$ cat config.mk
export PLATFORM = sky130hd
export DESIGN_NAME = serial_command_frame_decoder_unit
export DESIGN_NICKNAME = d
export VERILOG_FILES = /design/src/design/scfd_pkg.sv /design/src/design/scfd_in_stage.sv /design/src/design/scfd_decoder.sv /design/src/design/serial_command_frame_decoder_unit.sv
export SDC_FILE = /design/constraint.sdc
export NUM_CORES = 1
export LEC_CHECK = 0
export ABC_AREA = 1
export CAP_MARGIN = 15
export CORE_MARGIN = 2
export CORE_UTILIZATION = 60
export DETAILED_ROUTE_END_ITERATION = 8
export DONT_BUFFER_PORTS = 1
export PLACE_DENSITY = 0.85
export SYNTH_ARGS = -nofsm -noshare
export SYNTH_HDL_FRONTEND = slang
export SYNTH_SLANG_ARGS = --single-unit
$ cat constraint.sdc
create_clock -name clock -period 7.15 [get_ports clock]
set_input_delay 0 -clock clock [delete_from_list [all_inputs] [get_ports clock]]
set_output_delay 0 -clock clock [all_outputs]
set_load 0.05 [all_outputs]
$ cat src/design/scfd_pkg.sv
// ----------------------------------------------------------------------------
// scfd_pkg
// Shared constants and types for the serial command frame decoder.
// ----------------------------------------------------------------------------
package scfd_pkg;

   localparam int unsigned FRAME_DEPTH = 5;
   localparam int unsigned POS_W       = 3;

   localparam logic [7:0] CH_START = 8'h21;  // '!'
   localparam logic [7:0] CH_END   = 8'h23;  // '#'
   localparam logic [7:0] CH_L     = 8'h6c;
   localparam logic [7:0] CH_E     = 8'h65;
   localparam logic [7:0] CH_D     = 8'h64;
   localparam logic [7:0] CH_P     = 8'h70;
   localparam logic [7:0] CH_O     = 8'h6f;
   localparam logic [7:0] CH_T     = 8'h74;
   localparam logic [7:0] CH_ZERO  = 8'h30;
   localparam logic [7:0] CH_ONE   = 8'h31;
   localparam logic [7:0] CH_EIGHT = 8'h38;

   localparam logic [1:0] SAMPLE_NONE = 2'd0;
   localparam logic [1:0] SAMPLE_CH0  = 2'd1;
   localparam logic [1:0] SAMPLE_CH1  = 2'd2;

   typedef struct packed {
      logic [7:0] led_state;
      logic [1:0] sample_request;
      logic       frame_end;
   } result_type;

endpackage

$ cat src/design/scfd_in_stage.sv
// ----------------------------------------------------------------------------
// scfd_in_stage
// Input register for received bytes, with valid tracking and stall logic.
// ----------------------------------------------------------------------------
module scfd_in_stage
   import scfd_pkg::*;
(
   input  logic       clock,
   input  logic       reset,
   input  logic       in_valid,
   output logic       in_ready,
   input  logic [7:0] in_byte,
   input  logic       advance,
   output logic       held_valid,
   output logic [7:0] held_byte
);

   logic       valid_ff, valid_in;
   logic [7:0] byte_ff;

   assign in_ready   = !valid_ff || advance;
   assign valid_in   = (in_valid && in_ready) || (valid_ff && !advance);
   assign held_valid = valid_ff;
   assign held_byte  = byte_ff;

   always_ff @(posedge clock) begin
      if (reset) begin
         valid_ff <= 1'b0;
      end else begin
         valid_ff <= valid_in;
      end
   end

   always_ff @(posedge clock) begin
      if (in_valid && in_ready) begin
         byte_ff <= in_byte;
      end
   end

endmodule

$ cat src/design/scfd_decoder.sv
// ----------------------------------------------------------------------------
// scfd_decoder
// Frame buffer, write position and LED register; decodes one byte per step.
// ----------------------------------------------------------------------------
module scfd_decoder
   import scfd_pkg::*;
(
   input  logic       clock,
   input  logic       reset,
   input  logic       step,
   input  logic [7:0] rx_byte,
   output result_type result
);

   logic [7:0]       buf_ff [FRAME_DEPTH];
   logic [POS_W-1:0] pos_ff, pos_in;
   logic [7:0]       led_ff, led_in;
   logic [7:0]       eff [FRAME_DEPTH];
   logic             in_range;
   logic             is_led, is_pot;
   logic [7:0]       arg;
   logic [2:0]       bit_idx;
   logic [1:0]       request;
   logic             closed;

   assign in_range = pos_ff < POS_W'(FRAME_DEPTH);

   // buffer as it stands once this byte is written
   always_comb begin
      for (int i = 0; i < FRAME_DEPTH; i++) begin
         eff[i] = (in_range && pos_ff == POS_W'(i)) ? rx_byte : buf_ff[i];
      end
   end

   assign arg     = eff[4];
   assign bit_idx = 3'(arg - CH_ONE);
   assign is_led  = eff[1] == CH_L && eff[2] == CH_E && eff[3] == CH_D;
   assign is_pot  = eff[1] == CH_P && eff[2] == CH_O && eff[3] == CH_T;

   always_comb begin
      pos_in  = pos_ff;
      led_in  = led_ff;
      request = SAMPLE_NONE;
      closed  = 1'b0;
      if (eff[0] != CH_START) begin
         pos_in = '0;
      end else if (rx_byte == CH_END) begin
         closed = 1'b1;
         pos_in = '0;
         if (is_led) begin
            if (arg == CH_ZERO) begin
               led_in = '0;
            end else if (arg inside {[CH_ONE:CH_EIGHT]}) begin
               led_in = led_ff ^ (8'd1 << bit_idx);
            end
         end else if (is_pot) begin
            if (arg == CH_ZERO) begin
               request = SAMPLE_CH0;
            end else if (arg == CH_ONE) begin
               request = SAMPLE_CH1;
            end
         end
      end else begin
         pos_in = in_range ? pos_ff + POS_W'(1) : '0;
      end
   end

   assign result.led_state      = led_in;
   assign result.sample_request = request;
   assign result.frame_end      = closed;

   always_ff @(posedge clock) begin
      if (reset) begin
         pos_ff <= '0;
         led_ff <= '0;
      end else if (step) begin
         pos_ff <= pos_in;
         led_ff <= led_in;
      end
   end

   always_ff @(posedge clock) begin
      if (step && in_range) begin
         buf_ff[pos_ff] <= rx_byte;
      end
   end

endmodule

$ cat src/design/serial_command_frame_decoder_unit.sv
// ----------------------------------------------------------------------------
// serial_command_frame_decoder_unit
// Decodes '!led<d>#' and '!pot<d>#' command frames from a serial byte stream.
// Path: the input transfer goes to the input reg, then the result reg drives
// rsp_tvalid; an output stall can hold the byte in the input reg meanwhile.
// Throughput: one byte per cycle if rsp_tready allows; decode is between regs.
// Reset: position and LED register cleared; frame buffer is not cleared.
// ----------------------------------------------------------------------------
module serial_command_frame_decoder_unit
   import scfd_pkg::*;
(
   input  logic        clock,
   input  logic        reset,
   input  logic        req_tvalid,
   output logic        req_tready,
   input  logic [7:0]  req_tdata,   // [7:0] rx_byte
   output logic        rsp_tvalid,
   input  logic        rsp_tready,
   output logic [15:0] rsp_tdata,   // [7:0] led_state, [9:8] sample_request
   output logic        rsp_tlast    // frame_end
);

   logic       held_valid;
   logic [7:0] held_byte;
   logic       advance;
   result_type result;
   result_type out_ff;
   logic       out_valid_ff, out_valid_in;
   logic       out_free;

   assign out_free     = !out_valid_ff || rsp_tready;
   assign advance      = held_valid && out_free;
   assign out_valid_in = advance || (out_valid_ff && !rsp_tready);

   scfd_in_stage u_in_stage (
      .clock      (clock),
      .reset      (reset),
      .in_valid   (req_tvalid),
      .in_ready   (req_tready),
      .in_byte    (req_tdata),
      .advance    (advance),
      .held_valid (held_valid),
      .held_byte  (held_byte)
   );

   scfd_decoder u_decoder (
      .clock   (clock),
      .reset   (reset),
      .step    (advance),
      .rx_byte (held_byte),
      .result  (result)
   );

   always_ff @(posedge clock) begin
      if (reset) begin
         out_valid_ff <= 1'b0;
      end else begin
         out_valid_ff <= out_valid_in;
      end
   end

   always_ff @(posedge clock) begin
      if (advance) begin
         out_ff <= result;
      end
   end

   assign rsp_tvalid = out_valid_ff;
   assign rsp_tdata  = {6'd0, out_ff.sample_request, out_ff.led_state};
   assign rsp_tlast  = out_ff.frame_end;

endmodule
==> out/metrics.yaml, run 1 <==
syn_inst: 360
crit_fanout: 11
ys_seq_area_share_pct: 56.3
antenna_cells: 0
ys_top_cells_by_area: "edfxtp_1 (49%), nand2_1 (7.4%), dfxtp_1 (7.2%), inv_1 (5.6%), nor2_1 (3.1%)"
start_util_pct: 61.6
cts_buffers: 9
yosys_warnings: 0
cp_cell_sequence: "inv_1 -> ha_1 -> nand3_4 -> nand2_1 -> nand2_1 -> nand3_2 -> nand2_1 -> nand2_2 -> nor3_2 -> nand3_1 -> nand3_2 -> inv_1"
fin_crit_ns: 2.71
fin_skew_ns: 0.00805
grt_max_degree: 29
antenna_found_initial: 0
cts_tree: "done"
power_density_nw_per_um2: 215
leakagePower_nw: 1.64
cts_max_level: 3
io_pins: 31
rsz0062_at_grt: "no"
design.core.area_um2: 5850
cp-end-kind: "flip-flop"
fin_tns_setup_ns: 0
cts_root_buf: "clkbuf_8"
drv_cap: 0
grt_pass1_wl_um: 11600
ff_latch_area_um2: 2030
clk_latency_ns: 0.35
wl_per_cell_um: 15.6
dieArea_um2: 6650
syn_to_final_growth_pct: 10.3
finalHoldViolations: 0
fin_cells: 460
grt_overflow_total: 0
required_ns: 7.27
numPortBuffers: 0
cts_num_sinks: 72
via_per_inst: 5.52
clockBufferDepth: 2
hold_path_class: "primary input to flip-flop"
fp.dieW_um: 81.5
nets: 397
finalWirelength_um: 7170
hpwlAfterDp_um: 4710
setup_viol: 0
grt_pass1_vias: 2460
placed_cells: 433
fmax_mhz: 369
status: "complete, no violations"
ys_ff_latch: 72
fp.dieH_um: 81.5
multi_input_area_um2: 1280
firstDrtPassIters: 5
yosysUniqueCellTypes: 35
yosysTopAreaCellShare_pct: 49.1
drt_iter0_drc: 188
synth_common_cells: "nand2_1 (71), edfxtp_1 (59), inv_1 (54)"
startpoint: "u_decoder.pos_ff[0]"
syn-cell-area_um2: 3610
grtUsageTotal_pct: 24.1
slew_viol_final: 0
min_period_over_period_pct: 37.9
r2r_start: "u_decoder.pos_ff[0]"
row_count: 28
min_from: "req_tvalid"
vias: 2541
cp-start-kind: "flip-flop"
clkTransAtPathRegs_ns: 0.08
criticalPathCategory: "flip-flop to flip-flop"
antenna_left: 0
peakVddDrop_v: 0.000172
cp_slowest_cell: "dfxtp_1"
slowest_delay_ns: 0.55
ys.flop_type: "edfxtp_1"
power.total_w: 0.000857
synth_top_area_cell: "edfxtp_1"
async_flop_share_pct: 0
yosysMostFrequentCell: "nand2_1"
cts_resized: 0
arrival_ns: 2.83
drcViolationCount: 0
fin_hold_ws_ns: 0.0271
nFillCells: 395
max_slew_margin_pct: 31.9
avgSynthCellArea_um2: 10.0
layout-drive-gt1-share_pct: 19.5
synth_edf_count: 59
gp_congestion: 0.902
critical_path.most_common_cell: "nand2_1"
tightestPinTransition_ns: 1.02
## placed cells by master (no fill, tap or decap), drive strengths merged, types with 2 or more instances in the layout
cell type    count
nand2           85
edfxtp          59
inv             59
nor2            36
nand3           32
a21oi           14
dfxtp           13
o21ai           13
nand4           11
dlygate4sd3     11
clkbuf           9
o21bai           7
conb             6
nor4             5
ha               5
buf              5
clkinv           4
nor3             4
or2              2
## layer usage
| layer | up-vias | global-route usage [%] | routed length (um) |
|---|---|---|---|
| met3 | 15 | 5.60 | 508 |
| met2 | 107 | 41.1 | 3600 |
| met5 | - | 0 | 0 |
| li1 | 1227 | - | - |
| met4 | 0 | 9.83 | 140 |
| met1 | 1192 | 29.4 | 2930 |
## kinds of logic (layout without fill, tap and decap cells)
family          Yosys count  count (layout)  synth area share, %
compound gates           37              37                 7.70
fa+ha+maj                 5               5                 1.73
buf+inv                  70              90                 8.67
flops                    72              72                 56.3
other cells               1               6                0.104
simple gates            175             175                 25.4
## critical path, delay by kind of cell (launching register included)
kind,cells,cell delay [ns]
simple gates,9,1.33
flops,1,0.55
fa+ha+maj,1,0.37
buf+inv,2,0.23
## area by class of cell
| cell class | instances | share of cell area, % |
|---|---|---|
| Inverter | 58 | 5.48 |
| Clock buffer | 9 | 3.12 |
| Timing Repair Buffer | 16 | 3.71 |
| Tap cell | 75 | 2.36 |
| Multi-Input combinational cell | 223 | 32.2 |
| Sequential cell | 72 | 51.1 |
| Clock inverter | 7 | 2.05 |
## through the flow
stage | utilization, % | cell area (um^2) | setup WS [ns]
after floorplan | - | 3620 | 4.79
after global placement | 62.6 | 3660 | 4.60
after detailed placement | 62.6 | 3660 | 4.49
after CTS | 68.0 | 3980 | 4.48
after global routing | 68.0 | 3980 | 4.21
final | 68.0 | 3980 | 4.44
## sequential cells by signal (all words and copies together) (netlist names)
register / count
u_decoder.led_ff: 8
rsp_tlast: 1
u_decoder.pos_ff: 3
rsp_tdata: 10
u_decoder.buf_ff: 40
u_in_stage.held_byte: 8
u_in_stage.held_valid: 1
rsp_tvalid: 1
## where the power goes
part / switching, W / internal, W / leakage, nW
clock: 0.000163 / 0.000164 / 0.100
combinational: 0.0000262 / 0.0000131 / 0.893
sequential: 0.0000238 / 0.000467 / 0.652
total: 0.000212 / 0.000644 / 1.64
## final timing paths
check	slack (ns)	endpoint	cells after the start
min reg2reg	0.50	rsp_tvalid	2
max	4.44	rsp_tdata[1]	12
min	0.03	u_in_stage.held_byte[4]	2
max reg2reg	4.44	rsp_tdata[1]	12
## what timing repair did
item / 4_1_cts / 5_1_grt
hold endpoints to repair: 17 / 0
buffers inserted: 0 / 0
hold buffers: 11 / 0
No activity file was read; power rests on OpenSTA's default activity.
==> inputs of run 2 (changes only) <==
CORE_UTILIZATION = 57   (was 60)
PLACE_DENSITY = 0.84   (was 0.85)
clock period = 2.4 ns   (was 7.15 ns; I/O delays follow)
==> out/metrics.yaml, run 2 (synthesized netlist as in run 1, its figures left out) <==
status: "complete, no violations"
largest_reg_flops: 40  # unchanged
grt_pass1_vias: 2588  # +5.2%
gp_congestion: 0.918  # +1.8%
start_util_pct: 59.8  # -1.8 points
cts_buffers: 9  # unchanged
cts_tree: "done"
arrival_ns: 2.42  # -0.41 ns
mostFrequentLayoutCells: "nand2_1 (66), edfxtp_1 (59), inv_1 (49)"
finalHoldViolations: 0  # unchanged
fin_skew_ns: 0.00908  # +0.00103 ns
fin_cells: 482  # +4.8%
grtUsageTotal_pct: 23.6  # -0.46 points
setup_viol: 0  # unchanged
layout-drive-gt1-share_pct: 28.7  # +9.3 points
io_pins: 31  # unchanged
fp.dieH_um: 83.5  # +2.5%
cp-start-kind: "flip-flop"
required_ns: 2.52  # -4.75 ns
hpwlAfterDp_um: 5190  # +10%
placed_cells: 453  # +4.6%
cp_slowest_cell: "dfxtp_4"
clk_latency_ns: 0.36  # about the same
grt_overflow_total: 0  # unchanged
fmax_mhz: 436  # +18%
wl_per_cell_um: 16.8  # +7.6%
hold_path_class: "primary input to flip-flop"
crit_fanout: 5  # -6
antenna_left: 0  # unchanged
firstDrtPassIters: 7  # +2
fp.dieW_um: 83.5  # +2.5%
finalWorstSetupSlack_ns: 0.105  # -4.33 ns
min_from: "req_tvalid"
clockBufferDepth: 2  # unchanged
syn_to_final_growth_pct: 18.4
power.total_w: 0.00272  # +220%
criticalPathCategory: "flip-flop to flip-flop"
design.core.area_um2: 6030  # +3.0%
cts_root_buf: "clkbuf_8"
drcViolationCount: 0  # unchanged
startpoint: "u_decoder.pos_ff[0]"
cp-end-kind: "flip-flop"
slowest_delay_ns: 0.36  # -0.19 ns
numPortBuffers: 0  # unchanged
row_count: 28  # unchanged
cts_max_level: 3  # unchanged
place_ws_ns: -0.0533  # -4.54 ns
r2r_start: "u_decoder.pos_ff[0]"
vias: 2728  # +7.4%
power_density_nw_per_um2: 638  # +200%
cp_cell_sequence: "inv_2 -> ha_2 -> inv_1 -> nor2_1 -> nand2_1 -> nand2_1 -> nand2_1 -> nor2_2 -> nand3_1 -> nor2_4 -> nand2_4 -> inv_2 -> nand3_1 -> nand3_2 -> inv_1"
dpl-instance-area_um2: 3810  # +4.1%
nets: 420  # +5.8%
drt_iter0_drc: 445  # +140%
clkTransAtPathRegs_ns: 0.07  # about the same
slew_viol_final: 0  # unchanged
top_register: "u_decoder.buf_ff"
antenna_found_initial: 0  # unchanged
max_slew_margin_pct: 63.2  # +31 points
dieArea_um2: 6980  # +5.0%
min_period_over_period_pct: 95.6  # +58 points
final_area_um2: 4270  # +7.3%
final_common_cell: "nand2_1"
cts_num_sinks: 72  # unchanged
fin_hold_ws_ns: 0.0408  # +0.0138 ns
fin_crit_ns: 2.29  # -0.418 ns
grt_max_degree: 28  # -3.4%
grt_pass1_wl_um: 12700  # +8.8%
drv_cap: 0  # unchanged
peakVddDrop_v: 0.000683  # +300%
finalWirelength_um: 8080  # +13%
tightestPinTransition_ns: 0.539  # -0.482 ns
via_per_inst: 5.66  # +2.5%
leakagePower_nw: 1.82  # +10%
antenna_cells: 0  # unchanged
critical_path.most_common_cell: "nand2_1"
run 2: cell types whose count changed in the layout (fill, tap and decap cells not counted), moves of 4 or more:
cell      change
inv_2         +5
inv_1         -5
ha_1          -4
buf_4        +22
nand2_1       -5
clkinv_4      -4
run 2: area by class of cell:
cell class                      instances  area (um^2)
Clock buffer                            9          124
Multi-Input combinational cell        223         1350
Timing Repair Buffer                   39          333
Inverter                               58          218
Clock inverter                          6          109
Sequential cell                        72         2040
Tap cell                               75         93.8
Fill cell                             390         1760
run 2: worst paths after layout:
path	to	slack [ns]	cells after the start
setup / recovery	rsp_tdata[5]	0.11	15
hold / removal	u_in_stage.held_byte[2]	0.04	2
setup reg to reg	rsp_tdata[5]	0.11	15
hold reg to reg	u_decoder.pos_ff[1]	0.54	2
run 2: repair_timing:
| item | 4_1_cts | 5_1_grt |
|---|---|---|
| pin swaps | 0 | 10 |
| hold buffers | 11 | 0 |
| setup buffers | 0 | 3 |
| endpoints found under the hold margin | 16 | 0 |
| resized for setup | 4 | 24 |
| endpoints found under the setup margin | 11 | 16 |
run 2: stage by stage:
stage	TNS (ns)	utilization, %
2_1_floorplan	0	-
3_3_place_gp	0	63.2
3_5_place_dp	-0.252	63.2
4_1_cts	0	69.2
5_1_grt	-0.0637	70.8
6_report	0	70.8
run 2: layer usage:
layer / up-vias / track usage (%) / routed length, um
met5: - / 0 / 0
met1: 1311 / 30.8 / 3340
met3: 16 / 6.43 / 663
met4: 0 / 7.48 / 136
li1: 1275 / - / -
met2: 126 / 38.7 / 3950
run 2: worst max-delay path: cells and delay by family (launching register included):
| kind | cells | cell delay, ns |
|---|---|---|
| and+or+nand+nor | 10 | 1.22 |
| DFF | 1 | 0.36 |
| buffers and inverters | 4 | 0.26 |
| adders and majority gates | 1 | 0.22 |
run 2: where the power goes:
group / internal (W) / total [W] / switching, W
Combinational: 0.0000539 / 0.000157 / 0.000104
Sequential: 0.00139 / 0.00144 / 0.0000551
Clock: 0.000680 / 0.00112 / 0.000440
==> inputs of run 3 (changes only) <==
ABC_CLOCK_PERIOD_IN_PS = 2400   (was not set)
CELL_PAD_IN_SITES_DETAIL_PLACEMENT = 1   (was not set)
CELL_PAD_IN_SITES_GLOBAL_PLACEMENT = 2   (was not set)
CORE_UTILIZATION = 37   (was 57)
TNS_END_PERCENT = 5   (was not set)
==> out/metrics.yaml, run 3 (synthesized netlist as in run 1, its figures left out) <==
clkTransAtPathRegs_ns: 0.08  # about the same
fin_cells: 552  # +15%
fin_skew_ns: 0.00786  # -0.00123 ns
cp-start-kind: "flip-flop"
slowest_delay_ns: 0.36  # about the same
cts_root_buf: "clkbuf_8"
vias: 2604  # -4.5%
cp-end-kind: "flip-flop"
hpwlAfterDp_um: 6300  # +21%
antenna_found_initial: 0  # unchanged
row_count: 36  # +29%
firstDrtPassIters: 5  # -2
cts_max_level: 3  # unchanged
grtUsageTotal_pct: 18.1  # -5.5 points
grt_overflow_total: 0  # unchanged
peakVddDrop_v: 0.000342  # -50%
arrival_ns: 2.47  # +0.05 ns
numPortBuffers: 0  # unchanged
crit_fanout: 5  # unchanged
tightestPinTransition_ns: 0.528  # -0.0103 ns
place_ws_ns: -0.0907  # -0.0374 ns
cts_buffers: 9  # unchanged
cp_cell_sequence: "buf_6 -> ha_1 -> ha_2 -> inv_1 -> nor2_1 -> nand2_1 -> nand2_1 -> nor2_2 -> nand2_2 -> nor2_4 -> nand2_2 -> buf_4 -> o21bai_2 -> nand3_2 -> inv_1"
fin_util_pct: 45.8  # -25 points
grt_pass1_vias: 2704  # +4.5%
drcViolationCount: 0  # unchanged
drt_iter0_drc: 126  # -72%
slew_viol_final: 0  # unchanged
io_pins: 31  # unchanged
top_register: "u_decoder.buf_ff"
finalWirelength_um: 8790  # +8.8%
required_ns: 2.62  # +0.10 ns
drv_cap: 0  # unchanged
critical_path_buf_inv_count: 4  # unchanged
setup_viol: 0  # unchanged
finalHoldViolations: 0  # unchanged
design.core.area_um2: 9590  # +59%
cts_num_sinks: 72  # unchanged
grt_pass1_wl_um: 14000  # +11%
layout-drive-gt1-share_pct: 30.3  # +1.6 points
fin_tns_setup_ns: 0  # unchanged
placed_cells: 517  # +14%
syn_to_final_growth_pct: 21.8
clockBufferDepth: 2  # unchanged
fp.dieW_um: 103  # +23%
gp_congestion: 0.837  # -8.8%
nets: 431  # +2.6%
mostFrequentLayoutCells: "nand2_1 (65), edfxtp_1 (59), inv_1 (52)"
largest_reg_flops: 40  # unchanged
antenna_cells: 0  # unchanged
dieArea_um2: 10600  # +51%
ff_latch_area_um2: 2040  # about the same
power_density_nw_per_um2: 605  # -5.2%
grt_max_degree: 29  # +3.6%
fp.dieH_um: 103  # +23%
critPathTopFamily: "simple AND/OR/NAND/NOR gates"
antenna_left: 0  # unchanged
cts_tree: "done"
fin_crit_ns: 2.25  # -0.0497 ns
final_common_cell: "nand2_1"
hold_path_class: "primary input to flip-flop"
via_per_inst: 4.72  # -17%
fmax_mhz: 445  # +2.2%
status: "complete, no violations"
finalWorstSetupSlack_ns: 0.155  # +0.0497 ns
multi_input_area_um2: 1340  # -0.83%
wl_per_cell_um: 15.9  # -5.0%
start_util_pct: 37.6  # -22 points
rsz0062_at_grt: "yes"
cp_slowest_cell: "dfxtp_4"
leakagePower_nw: 1.84  # +1.2%
fin_hold_ws_ns: 0.0286  # -0.0122 ns
min_period_over_period_pct: 93.5  # -2.1 points
nFillCells: 1082  # +180%
max_slew_margin_pct: 64.4  # +1.3 points
clk_latency_ns: 0.35  # about the same
criticalPathCategory: "flip-flop to flip-flop"
==> run 3: cell count changes in the layout (fill, tap and decap cells not counted), sizes merged <==
cell and delta:
bufinv -1, buf +11, inv +1, clkinvlp -1, clkinv +2
==> run 3: where the power goes <==
group          internal, W  total [W]  switching (W)
clock             0.000585    0.00106       0.000472
combinational    0.0000548   0.000156       0.000101
sequential         0.00139    0.00144      0.0000543
total              0.00203    0.00266       0.000627
==> run 3: final cells by class <==
type	instances	area share, %
clock inverters	7	2.14
flip-flops and latches	72	46.4
multi-input cells	223	30.6
clock buffers	9	2.82
inverters	58	4.96
well taps	133	3.79
repair buffers	50	9.35
==> run 3: final timing paths <==
path	from	endpoint	slack, ns	cells past startpoint
setup / recovery	u_decoder.pos_ff[0]	rsp_tdata[0]	0.15	15
hold reg to reg	u_decoder.pos_ff[1]	u_decoder.pos_ff[1]	0.50	2
hold / removal	req_tvalid	u_in_stage.held_byte[3]	0.03	2
setup reg to reg	u_decoder.pos_ff[0]	rsp_tdata[0]	0.15	15
==> run 3: through the flow <==
stage                     total power, W  instance area [um^2]
final                            0.00266                  4390
after global routing             0.00275                  4390
after CTS                        0.00267                  4260
after detailed placement         0.00161                  3930
after global placement           0.00160                  3930
after floorplan                  0.00156                  3620
==> run 3: routing by layer <==
metal,routed length (um),vias to the layer above,global-route usage [%]
met2,4280,32,29.5
met5,0,-,0
met1,4180,1271,23.9
li1,-,1293,-
met3,209,8,4.20
met4,116,0,6.15
==> run 3: worst register-to-register path: cells and delay by family (launching register included) <==
kind	cells	cell delay, ns
adders and majority gates	2	0.39
AOI/OAI and AO/OA	1	0.14
DFF	1	0.36
and+or+nand+nor	8	0.83
buffers and inverters	4	0.41
==> run 3: repair_timing <==
| action | 4_1_cts | 5_1_grt |
|---|---|---|
| pin swaps | 0 | 6 |
| hold buffers | 11 | 0 |
| gates resized for setup | 2 | 24 |
| hold endpoints to repair | 14 | 0 |
| gates cloned | 0 | 0 |
| endpoints found under the setup margin | 15 | 18 |
| buffers inserted | 0 | 8 |
